==> src/rtl/epr_pkg.sv <==
// Shared types, constants and arithmetic helpers for the Euler point rotator.
`default_nettype none
package epr_pkg;

   // Field and arithmetic formats.
   localparam int COORD_WIDTH    = 16;
   localparam int TRIG_FRAC_BITS = 15;
   localparam int ANGLE_WIDTH    = 16;
   localparam int CORDIC_STEPS   = 24;
   localparam int CORDIC_FRAC    = 30;
   localparam int STEP_W         = $clog2(CORDIC_STEPS);
   localparam int CW             = CORDIC_FRAC + 4;
   localparam int ZW             = 26;
   localparam int TW             = TRIG_FRAC_BITS + 2;
   localparam int MW             = TRIG_FRAC_BITS + 3;
   localparam int PW             = 2 * TRIG_FRAC_BITS + 6;
   localparam int AW             = ANGLE_WIDTH + 1;
   localparam int RW             = PW - TRIG_FRAC_BITS;

   // Angle constants in units of 1/64 degree.
   localparam logic [AW-1:0] FULL_TURN          = AW'(23040);
   localparam logic [AW-1:0] TWO_TURNS          = AW'(46080);
   localparam logic [AW-1:0] THREE_TURNS        = AW'(69120);
   localparam logic [AW-1:0] QUARTER_TURN       = AW'(5760);
   localparam logic [AW-1:0] HALF_TURN          = AW'(11520);
   localparam logic [AW-1:0] THREE_QUARTER_TURN = AW'(17280);
   localparam logic signed [CW-1:0] CORDIC_GAIN = CW'(652032874);

   typedef logic signed [COORD_WIDTH-1:0] coord_type;
   typedef logic signed [TW-1:0]          trig_val_type;
   typedef logic signed [MW-1:0]          mat_type;
   typedef logic signed [PW-1:0]          prod_type;

   // One CORDIC lane: vector, residual angle and quadrant fold flag.
   typedef struct packed {
      logic signed [CW-1:0] x;
      logic signed [CW-1:0] y;
      logic signed [ZW-1:0] z;
      logic                 neg;
   } lane_type;

   // The word that moves along the CORDIC chain.
   typedef struct packed {
      lane_type  yaw;
      lane_type  pitch;
      lane_type  roll;
      coord_type px;
      coord_type py;
      coord_type pz;
   } item_type;

   typedef struct packed {
      trig_val_type s;
      trig_val_type c;
   } trig_type;

   // Arctangent of 2^-i in units of 2^-16 degree.
   function automatic logic signed [ZW-1:0] atan_lut(input logic [STEP_W-1:0] idx);
      logic signed [ZW-1:0] r;
      case (idx)
         5'd0:  r = ZW'(2949120);
         5'd1:  r = ZW'(1740967);
         5'd2:  r = ZW'(919879);
         5'd3:  r = ZW'(466945);
         5'd4:  r = ZW'(234379);
         5'd5:  r = ZW'(117306);
         5'd6:  r = ZW'(58666);
         5'd7:  r = ZW'(29335);
         5'd8:  r = ZW'(14668);
         5'd9:  r = ZW'(7334);
         5'd10: r = ZW'(3667);
         5'd11: r = ZW'(1833);
         5'd12: r = ZW'(917);
         5'd13: r = ZW'(458);
         5'd14: r = ZW'(229);
         5'd15: r = ZW'(115);
         5'd16: r = ZW'(57);
         5'd17: r = ZW'(29);
         5'd18: r = ZW'(14);
         5'd19: r = ZW'(7);
         5'd20: r = ZW'(4);
         5'd21: r = ZW'(2);
         5'd22: r = ZW'(1);
         default: r = '0;
      endcase
      return r;
   endfunction

   // Reduce an angle to one turn, fold it into +-90 degrees and seed the lane.
   function automatic lane_type lane_init(input logic signed [ANGLE_WIDTH-1:0] a);
      logic [AW-1:0]        u;
      logic [AW-1:0]        r;
      logic signed [AW-1:0] s;
      lane_type             l;
      u = AW'(a) + TWO_TURNS;
      if (u >= THREE_TURNS) begin
         r = u - THREE_TURNS;
      end else if (u >= TWO_TURNS) begin
         r = u - TWO_TURNS;
      end else if (u >= FULL_TURN) begin
         r = u - FULL_TURN;
      end else begin
         r = u;
      end
      l.neg = 1'b0;
      if (r > QUARTER_TURN && r <= THREE_QUARTER_TURN) begin
         s = $signed(r - HALF_TURN);
         l.neg = 1'b1;
      end else if (r > THREE_QUARTER_TURN) begin
         s = $signed(r - FULL_TURN);
      end else begin
         s = $signed(r);
      end
      l.z = ZW'(s) <<< 10;
      l.x = CORDIC_GAIN;
      l.y = '0;
      return l;
   endfunction

   // One rotation-mode CORDIC iteration.
   function automatic lane_type cordic_step(input lane_type l,
                                            input logic [STEP_W-1:0] idx);
      logic signed [CW-1:0] xs;
      logic signed [CW-1:0] ys;
      lane_type             o;
      xs = l.x >>> idx;
      ys = l.y >>> idx;
      o.neg = l.neg;
      if (!l.z[ZW-1]) begin
         o.x = l.x - ys;
         o.y = l.y + xs;
         o.z = l.z - atan_lut(idx);
      end else begin
         o.x = l.x + ys;
         o.y = l.y - xs;
         o.z = l.z + atan_lut(idx);
      end
      return o;
   endfunction

   // Round one CORDIC value to the trig format, clamp it to +-1 and negate it if folded.
   function automatic trig_val_type trig_round(input logic signed [CW-1:0] v,
                                               input logic neg);
      localparam int SH = CORDIC_FRAC - TRIG_FRAC_BITS;
      logic signed [CW-1:0]    t;
      logic signed [CW-SH-1:0] r;
      trig_val_type            c;
      t = v + (CW'(1) <<< (SH - 1));
      r = t[CW-1:SH];
      if (r > (CW-SH)'(1 << TRIG_FRAC_BITS)) begin
         c = TW'(1 << TRIG_FRAC_BITS);
      end else if (r < -(CW-SH)'(1 << TRIG_FRAC_BITS)) begin
         c = -TW'(1 << TRIG_FRAC_BITS);
      end else begin
         c = TW'(r);
      end
      return neg ? -c : c;
   endfunction

   // Round half up from Q(2F) to Q(F).
   function automatic logic signed [RW-1:0] rnd(input prod_type v);
      prod_type t;
      t = v + (PW'(1) <<< (TRIG_FRAC_BITS - 1));
      return t[PW-1:TRIG_FRAC_BITS];
   endfunction

endpackage
`default_nettype wire

==> src/rtl/epr_cordic_cell.sv <==
// One CORDIC cell: a single iteration for the yaw, pitch and roll lanes.
`default_nettype none
module epr_cordic_cell import epr_pkg::*; (
   input  wire logic              clock,
   input  wire logic              reset,
   input  wire logic [STEP_W-1:0] step,
   input  wire logic              load,
   input  wire logic              up_valid,
   input  wire item_type          up_word,
   output logic                   dn_valid,
   output item_type               dn_word
);

   logic     valid_ff;
   item_type word_ff;
   item_type word_in;

   // Rotate all three lanes by this cell's step; coordinates ride along.
   always_comb begin
      word_in       = up_word;
      word_in.yaw   = cordic_step(up_word.yaw, step);
      word_in.pitch = cordic_step(up_word.pitch, step);
      word_in.roll  = cordic_step(up_word.roll, step);
   end

   // Valid flag of the cell.
   always_ff @(posedge clock) begin
      if (reset) begin
         valid_ff <= 1'b0;
      end else if (load) begin
         valid_ff <= up_valid;
      end
   end

   // Payload of the cell.
   always_ff @(posedge clock) begin
      if (load) begin
         word_ff <= word_in;
      end
   end

   assign dn_valid = valid_ff;
   assign dn_word  = word_ff;

endmodule
`default_nettype wire

==> config.mk <==
export PLATFORM = sky130hd
export DESIGN_NAME = epr_cordic_cell
export DESIGN_NICKNAME = d
export VERILOG_FILES = /design/src/rtl/epr_pkg.sv /design/src/rtl/epr_cordic_cell.sv
export SDC_FILE = /design/constraint.sdc
export NUM_CORES = 2
export LEC_CHECK = 0
export ABC_CLOCK_PERIOD_IN_PS = 10000
export BUFFER_PORTS_ARGS = -buffer_cell sky130_fd_sc_hd__buf_4
export CAP_MARGIN = 10
export CORE_MARGIN = 2
export CORE_UTILIZATION = 54
export CTS_BUF_LIST = sky130_fd_sc_hd__clkbuf_4
export DETAILED_ROUTE_END_ITERATION = 8
export PLACE_DENSITY = 0.91
export SETUP_SLACK_MARGIN = 0.3
export SYNTH_ARGS = -nofsm -noshare
export SYNTH_HDL_FRONTEND = slang
export SYNTH_MEMORY_MAX_BITS = 65536
export SYNTH_SLANG_ARGS = --single-unit
==> constraint.sdc <==
create_clock -name clock -period 10 [get_ports clock]
set_input_delay 3 -clock clock [delete_from_list [all_inputs] [get_ports clock]]
set_output_delay 3 -clock clock [all_outputs]
set_load 0.01 [all_outputs]
# --- Word level (Yosys, flattened, before mapping) ---
# Memory sizes are Yosys's and may differ from the RTL's.
# Index checks and enable logic that the tools add are counted.
word_totals:
  rom_bits: 4224
  inputBits: 342
  memories: 6
  register_bits: 334
  elab_cells: 55
  output_inout_bits: 334
op_classes:
  addsub: 18
  muxes: 9
  shifts: 6
memory_table:
  columns: ["name", "words", "width", "rd", "rd_ports_with_merged_regs", "write_ports", "line_no", "rtl"]
  rows:
  - ["(no name shown)", 32, 22, 1, 0, 0, "epr_pkg.sv:60", "case (idx)"]
  - ["(no name shown)", 32, 22, 1, 0, 0, "epr_pkg.sv:60", null]
  - ["(no name shown)", 32, 22, 1, 0, 0, "epr_pkg.sv:60", null]
  - ["(no name shown)", 32, 22, 1, 0, 0, "epr_pkg.sv:60", null]
  - ["(no name shown)", 32, 22, 1, 0, 0, "epr_pkg.sv:60", null]
  - ["(no name shown)", 32, 22, 1, 0, 0, "epr_pkg.sv:60", null]
ops:
  columns: ["operator", "count"]
  rows:
  - ["94-bit two-way mux", 3]
  - ["34-bit adder", 6]
  - ["34-bit by 5-bit >>> shifter with 34-bit output", 6]
  - ["34-bit subtractor", 6]
  - ["26-bit two-way mux", 6]
  - ["26-bit adder", 3]
  - ["26-bit subtractor", 3]

# --- Logic depth before layout (Yosys ltp) ---
# An unclocked memory read counts as a cell.
depth:
  word_depth: 4
  mapped_depth: 32
  ltp_nobuf: 24

# --- Least setup slack after synthesis ---
# OpenSTA, ideal clock, no wires.
synth_path:
  kind: "input port to flip-flop"
  startpoint: "input step[1]"
  endpoint: "register word_ff, in the netlist dn_word[74] (data pin)"
  setup_slack_ns: 0.286
  path_stages: 24
  setup_time_ns: 0.258
  required_ns: 9.742
  path_buffers: 5
  t_arrival_ns: 9.455
  path_cell_list: "inv_1 buf_2 buf_2 buf_4 buf_2 buf_2 ha_1 mux4_2 a22o_4 or4b_4 nand3b_4 or4b_4 or3_4 o21ai_0 o21ai_0 ha_1 a21o_1 a21oi_1 nor2_1 a221o_1 or4_1 a31o_2 o41a_1 xnor2_1"
synth_rtl:
  columns: ["element", "line_no", "rtl"]
  rows:
  - ["start: declaration", "epr_cordic_cell.sv:6", "input wire logic [STEP_W-1:0] step,"]
  - ["end signal: assignment", "epr_cordic_cell.sv:38", "word_ff <= word_in;"]
  - ["end: declaration", "epr_cordic_cell.sv:15", "item_type word_ff;"]

==> flow_metrics.tcl <==
set metrics [dict create \
    routed_wl_um 175000 \
    cts_tree "yes" \
    finalSetupViolCount 0 \
    hold_path.class "reg -> reg" \
    die_y_um 283 \
    grt_pass1_wl_um 253000 \
    postPlaceCellArea_mm2 0.0482 \
    vias 43080 \
    start_util_pct 54.4 \
    clk_latency_ps 930 \
    drt-wirelength-per-cell_um 28.1 \
    syn_nets 5120 \
    cts-buffers-inserted 91 \
    syn_area_per_cell_um2 9.37 \
    grt_usage_pct 42.0 \
    cts_root_buf "clkbuf_4" \
    power.leakage_nw 20.6 \
    final_cell_mix "buf_4 (780), a21oi_1 (369), nor2_1 (367)" \
    syn_inst 4483 \
    multi_input_area_mm2 0.0303 \
    cp.required_ps 10620 \
    async_reset_ff_share_pct 0 \
    firstDrtPassIters 7 \
    core_area_mm2 0.0772 \
    antenna_found_initial 12 \
    synth_area_mm2 0.0420 \
    worstMarginPinSlew_ps 1250 \
    postCtsSetupRepairBufs 0 \
    synth_edf_count 333 \
    status "complete, no violations" \
    endpoint_kind "flop" \
    rsz0062_at_grt "no" \
    fin_worst_skew_ps 0 \
    clk_path_buf_depth 3 \
    clkSinkCount 334 \
    hpwl_um 137000 \
    path_clk_slew_ps 70 \
    num_rows 102 \
    dieArea_mm2 0.0800 \
    slew_headroom_pct 16.1 \
    cts_hold_buf 0 \
    grt_max_degree 163 \
    grt_pass1_vias 40534 \
    final_core_util_pct 63.9 \
    yosysSeqAreaShare_pct 23.9 \
    fillers 6248 \
    synth.distinct_cells 118 \
    syn_to_final_growth_pct 17.5 \
    critical_path_class "in -> reg" \
    critPathLaunchType "primary input" \
    place_congestion 1.07 \
    power_density_mw_per_mm2 155 \
    worst-path-max-fanout 68 \
    synth_ff_type "edfxtp_1" \
    worstPathArrival_ps 9550 \
    cts-htree-levels 3 \
    ys_ff_latch 334 \
    ant_nets 0 \
    io_buffers 675 \
    min_period_ps 8930 \
    r2r_slack_ps 9400 \
    vdd.ir_drop.worst_mv 0.115 \
    fmax_ghz 0.112 \
    timing.final.crit_share_pct 89.3 \
    hold_viol 0 \
    viasPerCell 6.90 \
    drv_cap 0 \
    setup_total_negative_slack_ps 0 \
    synth-warning-count 0 \
    final_area_mm2 0.0493 \
    post_cts_resized 0 \
    die_width_um 283 \
    drt_iter0_drc 5308 \
    ios 676 \
    seqCellArea_mm2 0.0100 \
    overflow 0 \
    final_max_slew_viol_count 0 \
    num-nets-final 5762 \
    layout_commonest_cell "buf_4" \
    drive_above_1_share_pct 26.4 \
    drcViolationCount 0 \
]
==> worst paths after layout <==
path                  from           end  depth (start not counted)
hold / removal    dn_valid      dn_valid                          2
hold reg to reg   dn_valid      dn_valid                          2
setup / recovery   step[0]  dn_word[331]                         20
setup reg to reg  dn_valid      dn_valid                          2
==> layer usage <==
layer	vias to the layer above	track usage, %	routed length, µm
li1	18557	-	-
met1	20416	50.4	61800
met2	3354	66.5	78500
met3	749	11.5	21400
met4	4	27.1	13500
met5	-	0.305	23
==> worst max-delay path: stages <==
cell and delay, ps:
buf_8 520, buf_4 410, mux4_2 560, mux2i_1 470
o221ai_1 230, or4b_4 620, nor3_1 360, a31oi_1 170
xor2_1 180, ha_1 210, or2_2 300, a211o_1 310
o2111a_1 280, o2111ai_1 380, a21oi_1 170, a41o_1 300
o41a_1 380, and2_1 200, a311oi_1 340, xnor2_1 100
==> per-stage QoR <==
stage               std cells  power, mW  hold WS, ps  setup slack (ps)
floorplan                4483       4.73          528               366
global placement         6072       6.20          477               499
detailed placement       6072       6.28          499               344
CTS                      6230       7.57          519              1250
global route             6242       8.04          541               837
finish                   6244       7.66          512              1070
==> where the power goes <==
part	switching, mW	total, mW	internal (mW)	leakage [nW]
Sequential	0.130	2.17	2.04	3.27
Clock	0.641	1.26	0.617	0.674
Combinational	2.41	4.23	1.82	16.6
==> cells in the mapped netlist (15+ instances only) <==
| cell type | count | area share, % |
|---|---|---|
| or3_1 | 23 | 0.34 |
| a21o_1 | 125 | 2.2 |
| o21a_1 | 63 | 1.1 |
| o22ai_1 | 63 | 0.94 |
| clkbuf_1 | 122 | 1.1 |
| buf_2 | 54 | 0.64 |
| a21oi_1 | 369 | 4.4 |
| o221ai_1 | 17 | 0.35 |
| a22oi_1 | 38 | 0.68 |
| a31oi_1 | 75 | 1.1 |
| nand4_1 | 15 | 0.22 |
| a211o_1 | 24 | 0.50 |
| nand2_1 | 341 | 3.0 |
| nor2_1 | 370 | 3.3 |
| mux2_2 | 104 | 2.8 |
| ha_1 | 286 | 8.5 |
| edfxtp_1 | 333 | 24 |
| o21bai_1 | 36 | 0.64 |
| and3_1 | 43 | 0.64 |
| xor2_1 | 163 | 3.4 |
| xnor2_1 | 283 | 5.9 |
| o211ai_1 | 28 | 0.50 |
| mux4_2 | 218 | 12 |
| mux2i_1 | 133 | 3.2 |
| nand2b_1 | 57 | 0.85 |
| nor2b_1 | 52 | 0.77 |
| nor3_1 | 79 | 0.94 |
| inv_1 | 110 | 0.98 |
| o31ai_1 | 18 | 0.32 |
| a221oi_1 | 18 | 0.38 |
| nand3_1 | 80 | 0.95 |
| and2_1 | 55 | 0.82 |
| buf_1 | 34 | 0.30 |
| o21ai_0 | 222 | 2.6 |
| a211oi_1 | 56 | 1.0 |
| or2_2 | 22 | 0.33 |
==> state kept, by name, summed over array words and instances (netlist names) <==
| signal | cells |
|---|---|
| dn_word | 333 |
| dn_valid | 1 |
==> kinds of logic after synthesis <==
kind of cell / share of synthesized area [%]
AOI/OAI and AO/OA: 21.2
and+or+nand+nor: 14.6
buffers and inverters: 4.11
adders and majority gates: 8.95
muxes: 18.0
xor gates and xnor gates: 9.30
DFF: 23.9
==> final cells by class <==
class	instances	area share (%)
multi-input combinational	3790	61.4
sequential	334	20.3
timing repair buffer	795	12.4
tap	1040	2.64
clock buffer	127	1.93
inverter	113	0.877
clock inverter	31	0.365
antenna	14	0.0710
No activity file was read; power rests on OpenSTA's default activity.
